<file path="config.mk">
export PLATFORM = sky130hd
export DESIGN_NAME = hsd_front_flat
export DESIGN_NICKNAME = d
export VERILOG_FILES = /design/src/sv/huffman_stream_decoder_assert.svh /design/src/sv/hsd_pkg.sv /design/src/sv/hsd_channels.sv /design/src/sv/hsd_front.sv /design/src/flat_wrapper.sv
export SDC_FILE = /design/constraint.sdc
export NUM_CORES = 1
export LEC_CHECK = 0
export ABC_AREA = 0
export BUFFER_PORTS_ARGS = -buffer_cell sky130_fd_sc_hd__buf_2
export CAP_MARGIN = 30
export CORE_MARGIN = 2
export CORE_UTILIZATION = 40
export DETAILED_ROUTE_END_ITERATION = 8
export SYNTH_ARGS = -nofsm -noshare
export SYNTH_HDL_FRONTEND = slang
export SYNTH_SLANG_ARGS = --single-unit
</file>
<file path="constraint.sdc">
create_clock -name clk -period 19.05 [get_ports clk]
set_input_delay 1.905 -clock clk [delete_from_list [all_inputs] [get_ports clk]]
set_output_delay 1.905 -clock clk [all_outputs]
set_load 0.01 [all_outputs]
</file>
<file path="src/sv/huffman_stream_decoder_assert.svh">
// Assertion macros shared by the Huffman stream decoder modules.
`ifndef HUFFMAN_STREAM_DECODER_ASSERT_SVH
`define HUFFMAN_STREAM_DECODER_ASSERT_SVH
`ifndef ASSERT_OFF
`define HSD_ASSERT(lbl, prop) \
    lbl: assert property (@(posedge clk) disable iff (!rst_n) prop) \
        else $error("hsd property violated");
`define HSD_NEVER(lbl, cond) \
    lbl: assert property (@(posedge clk) disable iff (!rst_n) !(cond)) \
        else $error("hsd forbidden condition");
`else
`define HSD_ASSERT(lbl, prop)
`define HSD_NEVER(lbl, cond)
`endif
`endif

</file>
<file path="src/sv/hsd_pkg.sv">
// Shared constants and types of the Huffman stream decoder.
`default_nettype none
package hsd_pkg;
    localparam int TABLE_ENTRIES = 256;
    localparam int TABLE_AW      = 8;
    localparam int MAX_CODE_BITS = 31;
    localparam int LEN_W         = 5;
    localparam int COUNT_W       = 9;
    localparam int TOTAL_W       = 64;
    localparam int QUEUE_DEPTH   = 4;
    localparam int QUEUE_AW      = 2;

    typedef enum logic [1:0] {
        ITEM_WRITE,
        ITEM_BYTE,
        ITEM_ERROR
    } item_kind_t;

    // One entry of the queue from the header parser to the bit decoder.
    typedef struct packed {
        item_kind_t                kind;
        logic [7:0]                data;
        logic [LEN_W-1:0]          len;
        logic [MAX_CODE_BITS-1:0]  code;
        logic [TABLE_AW-1:0]       idx;
    } q_item_t;

    typedef struct packed {
        logic [7:0]                sym;
        logic [LEN_W-1:0]          len;
        logic [MAX_CODE_BITS-1:0]  code;
    } tbl_word_t;

    typedef struct packed {
        logic [7:0] symbol;
        logic       last_in_run;
        logic       stream_done;
        logic       code_error;
    } result_t;
endpackage
`default_nettype wire

</file>
<file path="src/sv/hsd_channels.sv">
// Handshake interfaces for the input byte and result channels.
`default_nettype none
interface hsd_in_if;
    logic       valid;
    logic       ready;
    logic [7:0] in_byte;
    modport source (output valid, output in_byte, input ready);
    modport sink (input valid, input in_byte, output ready);
endinterface

`default_nettype wire

</file>
<file path="src/sv/hsd_front.sv">
// Header parser: takes archive bytes and queues table writes and payload bytes.
`default_nettype none
module hsd_front (
    input  wire logic                        clk,
    input  wire logic                        rst_n,
    hsd_in_if.sink                           in_ch,
    output logic                             q_push,
    output hsd_pkg::q_item_t                 q_item,
    input  wire logic                        q_full,
    output logic [hsd_pkg::TOTAL_W-1:0]      symbol_total
);
    typedef enum logic [2:0] {
        PH_TOTAL,
        PH_COUNT,
        PH_SYM,
        PH_LEN,
        PH_CODE,
        PH_PAYLOAD,
        PH_STOP
    } phase_t;

    phase_t                               phase_reg, phase_next;
    logic [2:0]                           hdr_idx_reg, hdr_idx_next;
    logic [hsd_pkg::TOTAL_W-1:0]          total_reg, total_next;
    logic [hsd_pkg::COUNT_W-1:0]          expected_reg, expected_next;
    logic [hsd_pkg::COUNT_W-1:0]          loaded_reg, loaded_next;
    logic [7:0]                           psym_reg, psym_next;
    logic [hsd_pkg::LEN_W-1:0]            plen_reg, plen_next;
    logic [2:0]                           left_reg, left_next;
    logic [hsd_pkg::LEN_W-1:0]            got_reg, got_next;
    logic [hsd_pkg::MAX_CODE_BITS-1:0]    code_reg, code_next;
    logic                                 take;
    logic [7:0]                           b;
    logic [5:0]                           round_up;
    logic [hsd_pkg::COUNT_W-1:0]          loaded_inc;
    logic [hsd_pkg::MAX_CODE_BITS-1:0]    code_v;
    logic [hsd_pkg::LEN_W-1:0]            got_v;

    assign in_ch.ready  = !q_full;
    assign take         = in_ch.valid && !q_full;
    assign b            = in_ch.in_byte;
    assign symbol_total = total_reg;
    assign round_up     = {1'b0, b[4:0]} + 6'd7;
    assign loaded_inc   = loaded_reg + 1'b1;

    always_comb
    begin
        phase_next    = phase_reg;
        hdr_idx_next  = hdr_idx_reg;
        total_next    = total_reg;
        expected_next = expected_reg;
        loaded_next   = loaded_reg;
        psym_next     = psym_reg;
        plen_next     = plen_reg;
        left_next     = left_reg;
        got_next      = got_reg;
        code_next     = code_reg;
        q_push        = 1'b0;
        q_item        = '0;
        q_item.kind   = hsd_pkg::ITEM_BYTE;
        q_item.data   = b;
        q_item.idx    = loaded_reg[hsd_pkg::TABLE_AW-1:0];
        code_v        = code_reg;
        got_v         = got_reg;
        // Only the first plen bits of the code bytes count; padding is dropped.
        for (int i = 7; i >= 0; i--)
        begin
            if (got_v < plen_reg)
            begin
                code_v = {code_v[hsd_pkg::MAX_CODE_BITS-2:0], b[i]};
                got_v  = got_v + 1'b1;
            end
        end
        if (take)
        begin
            unique case (phase_reg)
                PH_TOTAL:
                begin
                    total_next   = {total_reg[hsd_pkg::TOTAL_W-9:0], b};
                    hdr_idx_next = hdr_idx_reg + 1'b1;
                    if (hdr_idx_reg == 3'd7)
                    begin
                        phase_next = PH_COUNT;
                    end
                end
                PH_COUNT:
                begin
                    expected_next = (b == 8'd0) ? hsd_pkg::COUNT_W'(hsd_pkg::TABLE_ENTRIES)
                                                : {1'b0, b};
                    loaded_next   = '0;
                    phase_next    = PH_SYM;
                end
                PH_SYM:
                begin
                    psym_next  = b;
                    phase_next = PH_LEN;
                end
                PH_LEN:
                begin
                    if (b > 8'(hsd_pkg::MAX_CODE_BITS))
                    begin
                        q_push      = 1'b1;
                        q_item.kind = hsd_pkg::ITEM_ERROR;
                        phase_next  = PH_STOP;
                    end
                    else
                    begin
                        plen_next = b[hsd_pkg::LEN_W-1:0];
                        left_next = round_up[5:3];
                        got_next  = '0;
                        code_next = '0;
                        if (b == 8'd0)
                        begin
                            // An empty code is stored but can never match.
                            q_push      = 1'b1;
                            q_item.kind = hsd_pkg::ITEM_WRITE;
                            q_item.data = psym_reg;
                            q_item.len  = '0;
                            q_item.code = '0;
                            loaded_next = loaded_inc;
                            if (loaded_inc >= expected_reg)
                            begin
                                phase_next = (total_reg == '0) ? PH_STOP : PH_PAYLOAD;
                            end
                            else
                            begin
                                phase_next = PH_SYM;
                            end
                        end
                        else
                        begin
                            phase_next = PH_CODE;
                        end
                    end
                end
                PH_CODE:
                begin
                    code_next = code_v;
                    got_next  = got_v;
                    left_next = left_reg - 1'b1;
                    if (left_reg == 3'd1)
                    begin
                        q_push      = 1'b1;
                        q_item.kind = hsd_pkg::ITEM_WRITE;
                        q_item.data = psym_reg;
                        q_item.len  = plen_reg;
                        q_item.code = code_v;
                        loaded_next = loaded_inc;
                        if (loaded_inc >= expected_reg)
                        begin
                            phase_next = (total_reg == '0) ? PH_STOP : PH_PAYLOAD;
                        end
                        else
                        begin
                            phase_next = PH_SYM;
                        end
                    end
                end
                PH_PAYLOAD:
                begin
                    q_push = 1'b1;
                end
                PH_STOP:
                begin
                    phase_next = PH_STOP;
                end
                default:
                begin
                    phase_next = PH_STOP;
                end
            endcase
        end
    end

    always_ff @(posedge clk or negedge rst_n)
    begin
        if (!rst_n)
        begin
            phase_reg    <= PH_TOTAL;
            hdr_idx_reg  <= '0;
            total_reg    <= '0;
            expected_reg <= '0;
            loaded_reg   <= '0;
            psym_reg     <= '0;
            plen_reg     <= '0;
            left_reg     <= '0;
            got_reg      <= '0;
            code_reg     <= '0;
        end
        else
        begin
            phase_reg    <= phase_next;
            hdr_idx_reg  <= hdr_idx_next;
            total_reg    <= total_next;
            expected_reg <= expected_next;
            loaded_reg   <= loaded_next;
            psym_reg     <= psym_next;
            plen_reg     <= plen_next;
            left_reg     <= left_next;
            got_reg      <= got_next;
            code_reg     <= code_next;
        end
    end
endmodule
`default_nettype wire

</file>
<file path="src/flat_wrapper.sv">
// flat-port wrapper written by rule: the top's interface ports become plain ports
module hsd_front_flat 
  (clk, rst_n, q_push, q_item, q_full, symbol_total, in_ch_valid, in_ch_in_byte, in_ch_ready);
  hsd_in_if in_ch_i ();
  input  wire logic clk;
  input  wire logic rst_n;
  output logic q_push;
  output hsd_pkg::q_item_t q_item;
  input  wire logic q_full;
  output logic [hsd_pkg::TOTAL_W-1:0] symbol_total;
  input wire logic [$bits(in_ch_i.valid)-1:0] in_ch_valid;
  input wire logic [$bits(in_ch_i.in_byte)-1:0] in_ch_in_byte;
  output wire logic [$bits(in_ch_i.ready)-1:0] in_ch_ready;
  assign in_ch_i.valid = in_ch_valid;
  assign in_ch_i.in_byte = in_ch_in_byte;
  assign in_ch_ready = in_ch_i.ready;
  hsd_front u_core (.clk(clk), .rst_n(rst_n), .in_ch(in_ch_i), .q_push(q_push), .q_item(q_item), .q_full(q_full), .symbol_total(symbol_total));
endmodule
</file>
# Word-level counts from Yosys, hierarchy flattened

Cells that the tools add are included.

Bits in registers: 140
Memories: 0
Bits in writable memories: 0
Latch bits: 0
Bits of input ports: 12
Bits in read-only memories: 0
Output and inout bits: 120

Reduce and logical (&&, ||, !) cells: 14
$mul: 0
Multiplexer cells: 45
Shifts and indexed selects: 0
Bitwise gates (word level): 2
Add/subtract/negate cells: 12
Div/mod/pow operators: 0
Order comparisons: 10
Equality and inequality tests: 11

Operators with widths:

| kind                                                           | number |
|---|---|
| 2-to-1 mux 31 bit                                              | 9 |
| one-hot mux 46 bit (2 select lines)                            | 1 |
| 2-to-1 mux 45 bit                                              | 2 |
| zero test 64 bit                                               | 1 |
| one-hot mux 31 bit (2 select lines)                            | 1 |
| 2-to-1 mux 46 bit                                              | 1 |
| 2-to-1 mux 5 bit                                               | 9 |
| 2-to-1 mux 44 bit                                              | 1 |
| adder 5 x 1 -> 5 bit (second input constant)                   | 8 |
| less-than comparator 5 bit                                     | 8 |
| 2-to-1 mux 9 bit                                               | 4 |
| one-hot mux 9 bit (3 select lines)                             | 1 |
| 2-to-1 mux 3 bit                                               | 6 |
| one-hot mux 3 bit (6 select lines)                             | 1 |
| one-hot mux 5 bit (2 select lines)                             | 1 |
| adder 9 x 1 -> 9 bit (second input constant)                   | 1 |
| == test 3 bit (second input constant)                          | 3 |
| >= comparator 9 bit                                            | 1 |
| greater-than comparator 8 x 5 -> 1 bit (second input constant) | 1 |
| zero test 8 bit                                                | 1 |
| adder 5 x 3 -> 6 bit (second input constant)                   | 1 |
| == test 3 x 1 -> 1 bit (second input constant)                 | 2 |
| == test 3 x 2 -> 1 bit (second input constant)                 | 2 |
| != test 2 x 1 -> 1 bit (second input constant)                 | 3 |
| other kinds (17)                                               | 25 |

# Depth between registers and ports, before layout

Depth after elaboration: 19
Depth in mapped cells: 70

# Worst setup path after synthesis

No wires, ideal clock.

Path type: register to output
Start: register u_core.plen_reg[2] in the netlist's numbering
End: output q_item[11] in the netlist's numbering
Stages on the path, launching flop included: 69
Arrival time: 14.227 ns
Slack: 2.918 ns
Path buffers: 6
Cell sequence: dfrtp_1 > inv_1 > ha_1 > a21oi_4 > o21a_1 > o21a_2 > nand4_1 > xor2_2 > inv_1 > ha_1 > o21a_1 > a21oi_1 > and3_4 > nand2_1 > nor2_1 > xor2_1 > ha_1 > o21a_1 > (+33 left out) > mux2_2 > ha_1 > a21o_1 > a21o_1 > a21o_1 > nor2_2 > a21oi_1 > xnor2_1 > inv_1 > ha_1 > a21o_1 > a21oi_1 > o31a_2 > buf_6 > o31ai_1 > o31a_1 > and2_1 > a211oi_1

RTL lines:

| element                  | RTL line          | RTL |
|---|---|---|
| start: declaration       | hsd_front.sv:28   | `logic [hsd_pkg::LEN_W-1:0] plen_reg, plen_next;` |
| start signal: assignment | hsd_front.sv:198  | `plen_reg <= plen_next;` |
| end: declaration         | flat_wrapper.sv:8 | `output hsd_pkg::q_item_t q_item;` |

==> run summary <==
Vias in the first global route = 10300
Initial DRC Count = 899
Syn Inst Count = 1350
Relative slew slack = 29.9%
Setup TNS Final = 0 ps
Synth top area cells = dfrtp_1 30%, nor3_1 10%, mux2_2 8.1%, ha_1 5.8%, o21ai_0 3.0%
Pwr dens = 210 nW/µm²
Clock Skews = 14.8 ps
Post-CTS sizing = 0
Sink Count = 140
Hold wc startpoint = u_core.left_reg[1]
Max Cap Viol = 0
Hpwl dp = 24300 µm
PortBufs = 131
Worst path buffer plus inverter count = 7
Num CTS Buffers = 17
Unrepaired setup endpoints after global routing = false
# fillers = 2851
Initial antenna violation count = 0
CP delay by family, top = compound AO/OA/AOI/OAI gates
Leakage Power = 5.82 nW
Core Area = 28600 µm²
Most common cell on crit path = ha_1
Arrival @ worst endpoint = 16080 ps
Die width = 174 µm
Post-synthesis sequential area ratio = 30.2%
Crit path capture type = primary output
Tmin final = 17980 ps
Int Power = 0.00133 W
Setup Crit Path Kind = flip-flop to primary output
FMAX = 55.6 MHz
Drt drc = 0
Sequential share of power = 18.9%
Mapped Area = 11600 µm²
Worst-path clk slew = 60 ps
Slew Limit Fails = 0
Switching Fraction = 52.2%
# rows = 62
Average size of a mapped cell = 8.59 µm²
Diode count = 0
Final WL = 35500 µm
Clock power frac = 12.3%
Maximum clock path buffer count = 2
Fin crit share = 94.4%
Worst Hold Class = flip-flop to flip-flop
Slowest stage delay, CP = 460 ps
R2R Path Start = u_core.got_reg[2]
CTS tree = yes
Clock latency on the worst-skew pair = 440 ps
Startpoint Class = flip-flop
Die Area = 30400 µm²
Max stage delay cell, worst path = dfrtp_1
IO Pins = 132
H-tree levels = 4
RePlAce Congestion = 0.862
Multi-input logic area = 7600 µm²
R2r setup slk = 3610 ps
Maximum VDD drop = 0.147 mV
Worst R2R End = u_core.got_reg[4]
Vias = 11100
Asr flop ratio synth = 100%
Final Hold Vio Count = 0
Starting Density = 40.5%
Cell Count, Final, Fillers Out = 1824
Yosys reg bits = 140
Register area = 3500 µm²
Root Buffer = clkbuf_16
R2R cell count = 62
Die H = 174 µm
Post-synth EDFFs = 0
First-pass GRT wire length = 56400 µm
Dpl cells = 1790
Largest net degree at the start of global routing = 76
Ys Warns = 0
Vias/cell = 6.09
Total gr overflow = 0
# nets final = 1493
Outcome = complete, no violations
Number of post-CTS setup repair buffers = 0
CP max FO = 37
Hold WS = 482 ps
Post-synth top flop = dfrtp_1
Final setup violation count = 0
Worst path depth = 64
DRT Pass-1 Iters = 5
Cell variety after synth = 92
Worst Max-Slew Pin Slew = 1050 ps
ANT nets after route = 0
Synth area leader = dfrtp_1
Area grow syn2layout = 14.0%
Crit path required time = 17140 ps
Hold_buf cts = 0
Yosys top cell area share = 30.2%
Combinational power share = 68.8%
Post-synth top cells = 238 x nor3_1, 140 x dfrtp_1, 83 x mux2_2
P_sw = 0.00145 W
Min-Delay Path Depth = 2
Max reg flops = 64
Count leader, synth = nor3_1
Post-Syn Nets = 1416
Gr usage total = 22.8%
Worst Hold Path EP = u_core.left_reg[1]
Fraction of layout cells with a size suffix above 1 = 23.3%
Avg WL per Cell = 19.5 µm
worst max-delay path by stage:
stage	start	endpoint	slack (ps)
floorplan	u_core.plen_reg[2]	q_item[11]	2920
global placement	u_core.got_reg[2]	q_item[38]	1250
detailed placement	u_core.got_reg[2]	q_item[37]	840
CTS	u_core.got_reg[2]	q_item[37]	300
global route	u_core.got_reg[2]	q_item[35]	60
finish	u_core.got_reg[2]	q_item[35]	1070
worst reg2reg max path, delay by kind of cell, from the launching register on:
kind	cells	cell delay [ps]
AO/OA/AOI/OAI	27	6840
XOR/XNOR	5	1230
AND/OR/NAND/NOR	15	2960
adder cells (fa/ha/maj)	8	2300
buffers and inverters	6	1140
flip-flops	1	460
multiplexers	1	400
area by class of cell:
class	count	area share [%]
timing repair buffer	158	6.86
inverter	34	0.966
clock inverter	15	1.27
clock buffer	17	3.22
tap	384	3.64
sequential	140	26.5
multi-input combinational	1076	57.5
per-stage QoR:
stage	instance area [µm²]	worst slack, ps	util (%)	total power (W)
after floorplan	11600	2920	-	0.00192
after global placement	12500	1250	43.7	0.00235
after detailed placement	12600	839	43.9	0.00237
after CTS	13100	298	45.9	0.00273
after global routing	13200	60.8	46.2	0.00300
final	13200	1070	46.2	0.00278
cells by family after synthesis:
logic type / count (synthesis) / synth area share [%]
and+or+nand+nor: 513 / 22.1
muxes: 107 / 10.2
adders and majority gates: 54 / 5.83
xor gates and xnor gates: 37 / 3.62
buffers and inverters: 135 / 4.94
DFF: 140 / 30.2
AOI/OAI and AO/OA: 364 / 23.1
cells in the final DEF, fill, tap and decap left out, drive strengths merged, types with 9 or more instances in the layout:
master  instances
nor3          239
buf           158
dfrtp         140
mux2           84
nor2           83
nand2          83
o21ai          78
a21oi          59
ha             54
a211oi         46
inv            45
o22a           30
xnor2          26
o221ai         25
nor4           23
mux2i          23
a21o           21
nand4          19
clkbuf         17
nand3          16
a22o           15
o211ai         14
and3           13
a31oi          11
xor2           10
o31ai          10
or3             9
power by group through the flow:
stage / Sequential [W] / Clock [W] / Combinational [W]
5_1_grt: 0.000543 / 0.000362 / 0.00210
3_5_place_dp: 0.000528 / 0 / 0.00185
2_1_floorplan: 0.000513 / 0 / 0.00140
4_1_cts: 0.000524 / 0.000348 / 0.00186
6_report: 0.000526 / 0.000340 / 0.00191
3_3_place_gp: 0.000525 / 0 / 0.00183
routing by layer:
metal / up-vias / track usage [%] / share of wire (%)
met3: 47 / 3.06 / 5.1
met5: - / 0 / 0
met2: 330 / 36.3 / 46
met1: 5430 / 32.3 / 47
li1: 5304 / - / -
met4: 0 / 6.44 / 1.8
No activity file was read; power rests on OpenSTA's default activity.
