## src/sv/huffman_stream_decoder_assert.svh

```systemverilog
// Assertion macros shared by the Huffman stream decoder modules.
`ifndef HUFFMAN_STREAM_DECODER_ASSERT_SVH
`define HUFFMAN_STREAM_DECODER_ASSERT_SVH
`ifndef ASSERT_OFF
`define HSD_ASSERT(lbl, prop) \
    lbl: assert property (@(posedge clk) disable iff (!rst_n) prop) \
        else $error("hsd property violated");
`define HSD_NEVER(lbl, cond) \
    lbl: assert property (@(posedge clk) disable iff (!rst_n) !(cond)) \
        else $error("hsd forbidden condition");
`else
`define HSD_ASSERT(lbl, prop)
`define HSD_NEVER(lbl, cond)
`endif
`endif

```

## src/sv/hsd_pkg.sv

```systemverilog
// Shared constants and types of the Huffman stream decoder.
`default_nettype none
package hsd_pkg;
    localparam int TABLE_ENTRIES = 256;
    localparam int TABLE_AW      = 8;
    localparam int MAX_CODE_BITS = 31;
    localparam int LEN_W         = 5;
    localparam int COUNT_W       = 9;
    localparam int TOTAL_W       = 64;
    localparam int QUEUE_DEPTH   = 4;
    localparam int QUEUE_AW      = 2;

    typedef enum logic [1:0] {
        ITEM_WRITE,
        ITEM_BYTE,
        ITEM_ERROR
    } item_kind_t;

    // One entry of the queue from the header parser to the bit decoder.
    typedef struct packed {
        item_kind_t                kind;
        logic [7:0]                data;
        logic [LEN_W-1:0]          len;
        logic [MAX_CODE_BITS-1:0]  code;
        logic [TABLE_AW-1:0]       idx;
    } q_item_t;

    typedef struct packed {
        logic [7:0]                sym;
        logic [LEN_W-1:0]          len;
        logic [MAX_CODE_BITS-1:0]  code;
    } tbl_word_t;

    typedef struct packed {
        logic [7:0] symbol;
        logic       last_in_run;
        logic       stream_done;
        logic       code_error;
    } result_t;
endpackage
`default_nettype wire

```

## src/sv/hsd_fifo.sv

```systemverilog
// Short queue between the header parser and the bit decoder.
`default_nettype none
module hsd_fifo (
    input  wire logic             clk,
    input  wire logic             rst_n,
    input  wire logic             push,
    input  wire hsd_pkg::q_item_t push_item,
    output logic                  full,
    input  wire logic             pop,
    output hsd_pkg::q_item_t      pop_item,
    output logic                  empty
);
    hsd_pkg::q_item_t                 store [hsd_pkg::QUEUE_DEPTH];
    logic [hsd_pkg::QUEUE_AW-1:0]     wr_ptr_reg, wr_ptr_next;
    logic [hsd_pkg::QUEUE_AW-1:0]     rd_ptr_reg, rd_ptr_next;
    logic [hsd_pkg::QUEUE_AW:0]       count_reg, count_next;
    logic                             do_push, do_pop;

    assign full     = (count_reg == (hsd_pkg::QUEUE_AW+1)'(hsd_pkg::QUEUE_DEPTH));
    assign empty    = (count_reg == '0);
    assign do_push  = push && !full;
    assign do_pop   = pop && !empty;
    assign pop_item = store[rd_ptr_reg];

    always_comb
    begin
        wr_ptr_next = do_push ? wr_ptr_reg + 1'b1 : wr_ptr_reg;
        rd_ptr_next = do_pop ? rd_ptr_reg + 1'b1 : rd_ptr_reg;
        count_next  = count_reg;
        if (do_push && !do_pop)
        begin
            count_next = count_reg + 1'b1;
        end
        else if (do_pop && !do_push)
        begin
            count_next = count_reg - 1'b1;
        end
    end

    always_ff @(posedge clk or negedge rst_n)
    begin
        if (!rst_n)
        begin
            wr_ptr_reg <= '0;
            rd_ptr_reg <= '0;
            count_reg  <= '0;
        end
        else
        begin
            wr_ptr_reg <= wr_ptr_next;
            rd_ptr_reg <= rd_ptr_next;
            count_reg  <= count_next;
        end
    end

    always_ff @(posedge clk)
    begin
        if (do_push)
        begin
            store[wr_ptr_reg] <= push_item;
        end
    end
endmodule
`default_nettype wire

```

## config.mk

```make
export PLATFORM = sky130hd
export DESIGN_NAME = hsd_fifo
export DESIGN_NICKNAME = d
export VERILOG_FILES = /design/src/sv/huffman_stream_decoder_assert.svh /design/src/sv/hsd_pkg.sv /design/src/sv/hsd_fifo.sv
export SDC_FILE = /design/constraint.sdc
export NUM_CORES = 1
export LEC_CHECK = 0
export ABC_AREA = 1
export BUFFER_PORTS_ARGS = -buffer_cell sky130_fd_sc_hd__buf_2
export CORE_MARGIN = 5
export CORE_UTILIZATION = 55
export DETAILED_ROUTE_END_ITERATION = 12
export GPL_ROUTABILITY_DRIVEN = 0
export PLACE_DENSITY = 0.76
export REMOVE_ABC_BUFFERS = 1
export SLEW_MARGIN = 20
export SYNTH_ARGS = -nofsm -noshare
export SYNTH_HDL_FRONTEND = slang
export SYNTH_SLANG_ARGS = --single-unit
```

## constraint.sdc

```tcl
create_clock -name clk -period 10.7 [get_ports clk]
set_input_delay 1.605 -clock clk [delete_from_list [all_inputs] [get_ports clk]]
set_output_delay 1.605 -clock clk [all_outputs]
set_load 0.05 [all_outputs]
```

# Word level (Yosys, flattened, before mapping)

Memory sizes are Yosys's and may differ from the RTL's.
Cells that the tools add are included.

Equality and inequality tests: 1
Multiplexer cells: 4
Add/sub/neg operators: 4
Reduce and logical (&&, ||, !) cells: 10

Operators with widths:

| operator                                         | number |
|---|---|
| 2-to-1 mux 3 bit                                 | 2 |
| adder 2 x 1 -> 2 bit, second input constant      | 2 |
| logical AND 1 bit                                | 4 |
| zero test 1 bit                                  | 4 |
| adder 3 x 1 -> 3 bit, second input constant      | 1 |
| == test 3 bit, second input constant             | 1 |
| zero test 3 bit                                  | 1 |
| subtractor 3 x 1 -> 3 bit, second input constant | 1 |
| 2-to-1 mux 1 bit                                 | 2 |
| nonzero test 2 bit                               | 1 |

Logic and storage cells: 23
Bits of input ports: 58
Memory bits (writable): 216
Register bits after elaboration: 7
Memories kept: 1

Memory list:

| memory | depth | bits a word | rd ports | clocked after memory_dff | wr ports | line           | source |
|---|---|---|---|---|---|---|---|
| store  | 4     | 54          | 1        | 0                        | 1        | hsd_fifo.sv:13 | `hsd_pkg::q_item_t store [hsd_pkg::QUEUE_DEPTH];` |

# Depth between registers and ports, before layout

Gate-level depths: netlist (run 1).

Depth in word-level cells: 7
Gate-level depth with buffers: 12

# Worst setup path after synthesis (run 1)

No wires, ideal clock.

Kind: input -> register
From: input push
To: memory store[0][0] (netlist name) (enable)
Buffers on the path: 0
Library setup time: 0.466 ns
Stages: 2
Arrival: 4.013 ns
Path slack: 6.221 ns
Cell sequence: nand2_1 > nor2_1

Longest elaborated chain between the ends: 3

Ends and longest elaborated chain:

| what                                   | line           | source |
|---|---|---|
| from (decl)                            | hsd_fifo.sv:6  | `input wire logic push,` |
| logical AND 1 bit                      | hsd_fifo.sv:21 | `assign do_push = push && !full;` |
| 2-to-1 mux 1 bit                       | hsd_fifo.sv:58 | `if (do_push)` |
| 2-to-1 mux 1 bit (implied by the code) | hsd_fifo.sv:60 | `store[wr_ptr_reg] <= push_item;` |
| to (decl)                              | hsd_fifo.sv:13 |  |

No other way between the ends.

==> results of run 1 <==
-- layout make-up --
cell class	instances	area (µm²)
timing repair buffer	120	618
inverter	125	474
multi-input combinational	308	1770
antenna	2	5.00
clock buffer	26	587
sequential	223	6660
tap	220	275
clock inverter	13	175
fill	1228	5780
-- kinds of logic (layout without fill, tap and decap cells) --
kind of cell	count (synthesis)	in the layout
DFF	223	223
xor gates and xnor gates	1	1
adders and majority gates	6	6
other	0	2
and+or+nand+nor	192	192
buffers and inverters	160	284
AOI/OAI and AO/OA	109	109
-- placed cells by master (no fill, tap or decap), types with 4 or more instances in the layout --
master | netlist | routed
ha_1 | 5 | 5
nor2_4 | 0 | 4
o211ai_1 | 88 | 88
dfrtp_1 | 7 | 6
inv_1 | 123 | 123
o211ai_2 | 20 | 20
bufinv_16 | 0 | 4
edfxtp_1 | 216 | 216
clkbuf_16 | 0 | 23
buf_4 | 0 | 7
nand2_1 | 180 | 180
buf_2 | 27 | 113
nand3_1 | 7 | 7
clkinv_2 | 0 | 4
-- how the worst max path moves through the flow --
stage	from	endpoint	slack, ns
finish	rd_ptr_reg[0]$_DFFE_PN0P_	pop_item[25]	5.99
CTS	rd_ptr_reg[0]$_DFFE_PN0P_	pop_item[29]	5.99
global route	rd_ptr_reg[0]$_DFFE_PN0P_	pop_item[14]	5.75
floorplan	push	store[0][0]$_DFFE_PP_	6.22
detailed placement	rd_ptr_reg[0]$_DFFE_PN0P_	pop_item[29]	6.54
global placement	rd_ptr_reg[0]$_DFFE_PN0P_	pop_item[0]	6.68
-- power groups by stage --
stage / Sequential [µW] / Combinational, µW / Clock (µW)
final: 1200 / 1440 / 795
after global routing: 1210 / 1550 / 848
after CTS: 1200 / 1460 / 813
after detailed placement: 1220 / 1450 / 0
after global placement: 1210 / 1420 / 0
after floorplan: 1230 / 1070 / 0
-- per-stage QoR --
stage	cell area (µm²)	total power (µW)	hold slack (ns)
after floorplan	8870	2300	0.463
after global placement	9800	2630	0.478
after detailed placement	9800	2670	0.514
after CTS	10600	3470	0.534
after global routing	10600	3610	0.563
final	10600	3430	0.531
-- critical path: cells and delay by family, from the launching register on --
family / cells / cell delay [ns]
compound gates: 1 / 0.12
buf+inv: 3 / 1.66
flops: 1 / 0.44
simple gates: 2 / 0.26
-- routing by layer --
metal | wire length [µm] | share of wire, % | vias to the layer above
met5 | 20 | 0.12 | -
met4 | 408 | 2.4 | 2
met3 | 1080 | 6.3 | 37
met2 | 8440 | 49 | 161
met1 | 7330 | 42 | 2592
li1 | - | - | 2620
==> reports/metrics.json, run 1 <==
{
  "sta": {
    "final.min_clock_period_ns": 4.71,
    "post-route-period-util_pct": 44.0,
    "finalClockSkew_ns": 0.00923,
    "rsz_0062_raised_after_global_routing": "no",
    "report.final.hold_viol_count": 0,
    "timing.final.setup_violations": 0,
    "timing_max_transition_violations_final": 0,
    "timing.fmax_mhz": 212,
    "layout_setup_ws_ns": 5.99,
    "worst_slew_margin_rel_pct": 34.8,
    "max_slew.worst_pin.slew_ns": 0.978,
    "timing.setup.tns_ns": 0
  },
  "synth": {
    "synth.ff_latch_count": 223,
    "main_synth_ff_type": "edfxtp_1",
    "synth_cells": 691,
    "synth_area_leader_cell": "edfxtp_1",
    "yosysSeqAreaShare_pct": 73.5,
    "compound_gate_fraction_of_synth_area_pct": 10.1,
    "synthAdderAreaFrac_pct": 0.911,
    "synthesis.yosys.warnings": 0,
    "synth.avg_cell_area_um2": 13.1,
    "synth.cells.most_frequent": "edfxtp_1, nand2_1, inv_1",
    "mappedNetlistArea_mm2": 0.00906,
    "synthXorXnorAreaFrac_pct": 0.0966,
    "synth-edff-count": 216,
    "synthSimpleGateAreaFrac_pct": 8.07,
    "synth_cell_types": 18,
    "synth_top_family_by_area": "compound AO/OA/AOI/OAI gates",
    "synth.top_cells.by_area": "edfxtp_1, nand2_1, o211ai_1",
    "portion_of_netlist_area_occupied_by_mux_cells_pct": 0,
    "yosys.cell_count.top_type": "edfxtp_1",
    "yosys.area.top_type_share_pct": 71.6,
    "ys_async_sr_fraction_pct": 3.14
  },
  "critical_path": {
    "rr_startpoint": "count_reg[1]$_DFFE_PN0P_",
    "setup.worst_path.class": "flop to output pin",
    "worst_ep_required_time_ns": 9.10,
    "rrSetupSlack_ns": 8.09,
    "crit_chain": "inv_6 -> buf_4 -> nand2_1 -> o211ai_2 -> nand2_1 -> buf_2",
    "timing.reg2reg.worst_path_depth": 5,
    "critical_path.max_fanout": 123,
    "regToRegEndpoint": "store[0][15]$_DFFE_PP_",
    "crit_path_max_incr_delay_ns": 0.84,
    "critPathArrivalTime_ns": 3.10,
    "worstSetupStartpointType": "flop",
    "slowest_stage": "buf_4",
    "setup.worst_path.end_class": "output pin",
    "critPathMostFrequentCell": "nand2_1"
  },
  "min_path": {
    "min_to": "count_reg[2]$_DFFE_PN0P_",
    "timing.hold.worst.start": "count_reg[2]$_DFFE_PN0P_",
    "holdPathStages": 2,
    "hp-class": "flop to flop"
  },
  "clock_network": {
    "worst_skew_pair.late_latency_ns": 0.50,
    "root_buffer": "clkbuf_16",
    "clock_path_buffers": 3,
    "cts.sink_count": 223,
    "cts_max_level": 1,
    "post_cts.resized_instances": 0,
    "cts_setup_buffers": 0,
    "cts_inserted_buffers": 23,
    "cts.clk_slew.worst_paths_ns": 0.06,
    "cts_tree": "yes",
    "post_cts_hold_buffer_count": 0
  },
  "floorplanning": {
    "design.die.area_mm2": 0.0191,
    "floorplan.die.width_um": 138,
    "die_span_in_y_um": 138,
    "io_pins": 114,
    "design.core.area_mm2": 0.0163,
    "initial_utilization_pct": 55.4,
    "floorplan.rows": 47
  },
  "drt": {
    "detailedRoute.firstPassIterationCount": 4,
    "finalWirelength_mm": 17.3,
    "via_per_inst": 5.22,
    "final_antenna_net_count": 0,
    "drc": 0,
    "via_count": 5412,
    "drtIter0Drc": 253,
    "routedWlPerCell_um": 16.7
  },
  "power": {
    "net-switching-power_uw": 1480,
    "power_leakage_uw": 0.00434,
    "pwr-share-comb_pct": 41.9,
    "cellInternalPower_uw": 1950,
    "power.clock.fraction_pct": 23.2,
    "switching_share_pct": 43.1,
    "share_seq_of_total_power_pct": 34.9,
    "vdd_ir_drop_max_mv": 0.193,
    "power-per-cell-area_mw_per_mm2": 325
  },
  "grt": {
    "grt_max_degree": 124,
    "grt_antenna_before_repair": 3,
    "grt_pass1_wl_mm": 27.7,
    "grt_busiest_layer": "met2",
    "gr-usage-all-layers_pct": 17.7,
    "groute.layer.met3.usage_pct": 3.66,
    "grtUsageMet2_pct": 30.1,
    "use_met1_pct": 23.0,
    "grt_overflow_total": 0,
    "number_of_global_route_vias_before_repair": 5470
  },
  "place": {
    "detailed_place_hpwl_mm": 10.3,
    "post-place-cells": 996,
    "detailedPlace.worstSlack_ns": 6.54,
    "port_buffers": 113
  },
  "finish": {
    "number_of_flip_flops_in_the_largest_register": 216,
    "drive_gt1_share_pct": 22.3,
    "fin_util_pct": 64.6,
    "final-instance-count-excl-fill": 1037,
    "design.final.nets": 865,
    "area_growth_from_synthesis_to_layout_pct": 16.6
  },
  "run": {
    "max_cap_viol_count": 0
  },
  "status": {
    "outcome": "finished, final reports clean"
  }
}
No activity file was read; power rests on OpenSTA's default activity.
==> run 2: changes to the inputs <==
==> constraint.sdc (replaced) <==
create_clock -name clk -period 4.4 [get_ports clk]
set_input_delay 0.66 -clock clk [delete_from_list [all_inputs] [get_ports clk]]
set_output_delay 0.66 -clock clk [all_outputs]
set_load 0.05 [all_outputs]
==> reports/metrics.json, run 2 (same netlist as run 1, synthesis figures left out) <==
{
  "floorplanning": {
    "io_pins": 114,
    "floorplan.rows": 47,
    "design.die.area_mm2": 0.0191,
    "floorplan.die.width_um": 138,
    "initial_utilization_pct": 55.4,
    "design.core.area_mm2": 0.0163,
    "die_span_in_y_um": 138
  },
  "critical_path": {
    "timing.reg2reg.worst_path_depth": 5,
    "critical_path.max_fanout": 95,
    "regToRegEndpoint": "store[2][8]$_DFFE_PP_",
    "critPathMostFrequentCell": "nand2_1",
    "critPathArrivalTime_ns": 2.55,
    "crit_path_max_incr_delay_ns": 0.51,
    "worst_ep_required_time_ns": 3.74,
    "cpLargestDelayFamily": "buffers and inverters",
    "rr_startpoint": "count_reg[0]$_DFFE_PN0P_",
    "crit_chain": "inv_6 -> buf_4 -> nand2_1 -> o211ai_1 -> nand2_1 -> buf_2",
    "setup.worst_path.class": "flop to output pin",
    "rrSetupSlack_ns": 1.83,
    "slowest_stage": "inv_6",
    "worstSetupStartpointType": "flop",
    "cp_num_buf_inv": 3,
    "setup.worst_path.end_class": "output pin"
  },
  "clock_network": {
    "worst_skew_pair.late_latency_ns": 0.49,
    "cts_inserted_buffers": 22,
    "cts.clk_slew.worst_paths_ns": 0.06,
    "cts_setup_buffers": 0,
    "cts_max_level": 1,
    "cts.sink_count": 223,
    "cts_tree": "yes",
    "root_buffer": "clkbuf_16",
    "clock_path_buffers": 3
  },
  "finish": {
    "multi_input_area_mm2": 0.00177,
    "most-common-layout-cells": "edfxtp_1, nand2_1, inv_1",
    "layout_commonest_cell": "edfxtp_1",
    "drive_gt1_share_pct": 22.2,
    "number_of_inserted_filler_cells_in_the_final_layout": 1249,
    "design.final.nets": 869,
    "ff_latch_area_mm2": 0.00666,
    "area_growth_from_synthesis_to_layout_pct": 16.3,
    "final_design_area_no_fill_mm2": 0.0105,
    "number_of_flip_flops_in_the_largest_register": 216
  },
  "sta": {
    "worst_slew_margin_rel_pct": 29.2,
    "timing.final.setup_violations": 0,
    "layout_setup_ws_ns": 1.19,
    "finalClockSkew_ns": 0.00679,
    "post-route-period-util_pct": 72.9,
    "report.final.hold_viol_count": 0,
    "final.min_clock_period_ns": 3.21,
    "timing_max_transition_violations_final": 0,
    "rsz_0062_raised_after_global_routing": "no",
    "timing.fmax_mhz": 312,
    "holdWs_ns": 0.381,
    "timing.setup.tns_ns": 0,
    "max_slew.worst_pin.slew_ns": 1.06
  },
  "grt": {
    "gr-usage-all-layers_pct": 18.0,
    "number_of_global_route_vias_before_repair": 5490,
    "grt_overflow_total": 0,
    "grt_max_degree": 96,
    "grt_pass1_wl_mm": 28.1,
    "grt_antenna_before_repair": 0
  },
  "place": {
    "placedInstanceArea_mm2": 0.00983,
    "port_buffers": 113,
    "detailedPlace.worstSlack_ns": 1.74,
    "detailed_place_hpwl_mm": 10.9
  },
  "drt": {
    "via_count": 5365,
    "final_antenna_net_count": 0,
    "drtIter0Drc": 322,
    "detailedRoute.firstPassIterationCount": 5,
    "finalWirelength_mm": 17.6,
    "drc": 0,
    "via_per_inst": 5.15,
    "routedWlPerCell_um": 16.9
  },
  "status": {
    "outcome": "finished, final reports clean"
  },
  "min_path": {
    "min_to": "store[0][50]$_DFFE_PP_",
    "holdPathStages": 1,
    "timing.hold.worst.start": "push_item[50]",
    "hp-class": "input port to flop"
  },
  "power": {
    "power.total_uw": 8240,
    "vdd_ir_drop_max_mv": 0.513,
    "power_leakage_uw": 0.00434,
    "power-per-cell-area_mw_per_mm2": 781
  },
  "run": {
    "max_cap_viol_count": 0
  }
}
run 2: changes by cell type in the layout (fill, tap and decap cells not counted), sizes merged, moves of 2 or more:
| cell | change |
|---|---|
| clkinv | +7 |
| bufinv | -2 |
| clkbuf | -2 |
| clkinvlp | -2 |
| buf | +4 |
run 2: layout make-up:
type | count | share of cell area, %
antenna | 1 | 0.0237
clock buffer | 24 | 5.50
clock inverter | 15 | 1.13
inverter | 125 | 4.50
multi-input combinational | 308 | 16.8
sequential | 223 | 63.2
tap | 220 | 2.61
timing repair buffer | 125 | 6.24
run 2: how the worst max path moves through the flow:
| stage | start | to | slack (ns) | cells past startpoint |
|---|---|---|---|---|
| 5_1_grt | rd_ptr_reg[0]$_DFFE_PN0P_ | pop_item[42] | 1.04 | 6 |
| 3_3_place_gp | rd_ptr_reg[0]$_DFFE_PN0P_ | pop_item[52] | 1.79 | 5 |
| 2_1_floorplan | push | store[0][0]$_DFFE_PP_ | 0.87 | 2 |
| 3_5_place_dp | push | store[2][23]$_DFFE_PP_ | 1.74 | 4 |
| 4_1_cts | rd_ptr_reg[0]$_DFFE_PN0P_ | pop_item[42] | 1.19 | 6 |
| 6_report | rd_ptr_reg[0]$_DFFE_PN0P_ | pop_item[42] | 1.19 | 6 |
run 2: repair_timing:
item | in CTS | in global routing
hold endpoints to repair | 7 | 0
resized for setup | 0 | 0
hold buffers | 1 | 0
run 2: metal layers:
metal / global-route usage (%) / vias up / part of all wire (%)
li1: - / 2627 / -
met1: 23.6 / 2562 / 43
met2: 31.0 / 147 / 49
met3: 3.80 / 29 / 6.7
met4: 4.52 / 0 / 1.9
met5: 0 / - / 0
run 2: worst reg2reg max path, delay by kind of cell (launching register included):
kind,cells,cell delay (ns)
buffers and inverters,2,0.44
and+or+nand+nor,3,1.39
DFF,1,0.42
run 2: per-stage QoR:
| step | util (%) | instances |
|---|---|---|
| after floorplan | - | 656 |
| after global placement | 60.1 | 1000 |
| after detailed placement | 60.1 | 1000 |
| after CTS | 64.5 | 1040 |
| after global routing | 64.5 | 1040 |
| final | 64.5 | 1041 |
run 2: where the power goes:
part,switching (µW),internal [µW]
clock,751,1060
combinational,2730,771
sequential,121,2800
==> run 3: changes to the inputs <==
==> constraint.sdc (replaced) <==
create_clock -name clk -period 3.2 [get_ports clk]
set_input_delay 0.48 -clock clk [delete_from_list [all_inputs] [get_ports clk]]
set_output_delay 0.48 -clock clk [all_outputs]
set_load 0.05 [all_outputs]
==> reports/metrics.json, run 3 (same netlist as run 1, synthesis figures left out) <==
{
  "status": {
    "outcome": "finished, final reports clean"
  },
  "critical_path": {
    "cp-endpoint": "pop_item[18]",
    "worstSetupStartpointType": "flop",
    "critPathLaunch": "rd_ptr_reg[0]$_DFFE_PN0P_",
    "setup.worst_path.class": "flop to output pin",
    "timing.reg2reg.worst_path_depth": 9,
    "worst_ep_required_time_ns": 2.72,
    "setup.worst_path.end_class": "output pin",
    "rrSetupSlack_ns": 0.97,
    "regToRegEndpoint": "count_reg[1]$_DFFE_PN0P_",
    "critPathArrivalTime_ns": 2.26,
    "critical_path.max_fanout": 76,
    "rr_startpoint": "count_reg[1]$_DFFE_PN0P_"
  },
  "finish": {
    "area_growth_from_synthesis_to_layout_pct": 16.8,
    "design.final.nets": 870,
    "number_of_inserted_filler_cells_in_the_final_layout": 1224,
    "final-instance-count-excl-fill": 1041,
    "most-common-layout-cells": "edfxtp_1, nand2_1, inv_1",
    "antenna_cells": 0,
    "layout_commonest_cell": "edfxtp_1",
    "number_of_flip_flops_in_the_largest_register": 216,
    "drive_gt1_share_pct": 21.9
  },
  "clock_network": {
    "root_buffer": "clkbuf_16",
    "worst_skew_pair.late_latency_ns": 0.49,
    "clock_path_buffers": 3,
    "cts.clk_slew.worst_paths_ns": 0.06,
    "cts_max_level": 1,
    "cts_setup_buffers": 0,
    "cts.sink_count": 223,
    "cts_tree": "yes",
    "cts_inserted_buffers": 22
  },
  "grt": {
    "grt_overflow_total": 0,
    "number_of_global_route_vias_before_repair": 5478,
    "grt_max_degree": 77,
    "gr-usage-all-layers_pct": 17.6,
    "grt_antenna_before_repair": 1,
    "grt_pass1_wl_mm": 27.4
  },
  "floorplanning": {
    "io_pins": 114,
    "die_span_in_y_um": 138,
    "initial_utilization_pct": 55.4,
    "floorplan.die.width_um": 138,
    "floorplan.rows": 47,
    "design.die.area_mm2": 0.0191,
    "design.core.area_mm2": 0.0163
  },
  "power": {
    "power-per-cell-area_mw_per_mm2": 1070,
    "vdd_ir_drop_max_mv": 1.10,
    "power_leakage_uw": 0.00436
  },
  "run": {
    "max_cap_viol_count": 0
  },
  "sta": {
    "rsz_0062_raised_after_global_routing": "no",
    "post-route-period-util_pct": 85.5,
    "timing.final.setup_violations": 0,
    "timing_max_transition_violations_final": 0,
    "timing.fmax_mhz": 365,
    "max_slew.worst_pin.slew_ns": 0.740,
    "final.min_clock_period_ns": 2.74,
    "report.final.hold_viol_count": 0,
    "timing.setup.tns_ns": 0,
    "finalClockSkew_ns": 0.00721,
    "worst_slew_margin_rel_pct": 50.7
  },
  "drt": {
    "detailedRoute.firstPassIterationCount": 4,
    "via_count": 5383,
    "drc": 0,
    "finalWirelength_mm": 17.1,
    "drtIter0Drc": 228,
    "via_per_inst": 5.17,
    "routedWlPerCell_um": 16.4,
    "final_antenna_net_count": 0
  },
  "place": {
    "detailed_place_hpwl_mm": 10.4,
    "post-place-cells": 1001,
    "port_buffers": 113
  },
  "min_path": {
    "hp-class": "input port to flop"
  }
}
run 3: final cells by class:
class / instances / area, µm² / area share [%]
Timing Repair Buffer: 126 / 741 / 7.00
Multi-Input combinational cell: 308 / 1770 / 16.7
Tap cell: 220 / 275 / 2.60
Clock inverter: 12 / 76.3 / 0.721
Clock buffer: 27 / 591 / 5.58
Inverter: 125 / 474 / 4.48
Sequential cell: 223 / 6660 / 62.9
run 3: worst min path at each step:
stage / from / endpoint / cells past startpoint
2_1_floorplan: rst_n / count_reg[0]$_DFFE_PN0P_ / 0
3_3_place_gp: rst_n / wr_ptr_reg[1]$_DFFE_PN0P_ / 1
3_5_place_dp: rst_n / wr_ptr_reg[1]$_DFFE_PN0P_ / 1
4_1_cts: push_item[34] / store[0][34]$_DFFE_PP_ / 1
5_1_grt: push_item[39] / store[0][39]$_DFFE_PP_ / 1
6_report: push_item[34] / store[3][34]$_DFFE_PP_ / 1
run 3: per-stage QoR:
stage                     power [µW]  instance area, µm²  utilization, %  setup slack, ns  hold slack [ns]
after floorplan                 7700                8870               -           -0.255            0.184
after global routing           11900               10600            64.8            0.280            0.180
after detailed placement        9030                9910            60.6            0.965            0.325
after global placement          8880                9910            60.6             1.01            0.319
final                          11300               10600            64.8            0.463            0.203
after CTS                      11400               10600            64.8            0.445            0.180
run 3: repair_timing:
action / CTS / global route
hold endpoints to repair: 7 / 0
hold buffers: 1 / 0
resized for setup: 0 / 0
endpoints found under the setup margin: 0 / 0
run 3: metal layers:
metal,share of wire (%),track usage (%),wire [µm]
met3,5.7,3.59,974
met1,42,22.4,7170
met5,0.076,0,13
met4,1.4,4.21,233
met2,51,31.4,8720
run 3: worst max-delay path: stages, from the launching register on:
cell and delay, ns:
dfrtp_1 0.43, inv_6 0.41, buf_4 0.37, o211ai_1 0.12
nand2_1 0.12, buf_2 0.27
run 3: power breakdown:
part | total, µW | internal [µW] | switching, µW | leakage [µW]
clock network | 2360 | 1380 | 973 | 0.000329
logic | 4940 | 1140 | 3800 | 0.00196
registers | 4010 | 3840 | 164 | 0.00206
total | 11300 | 6360 | 4940 | 0.00435
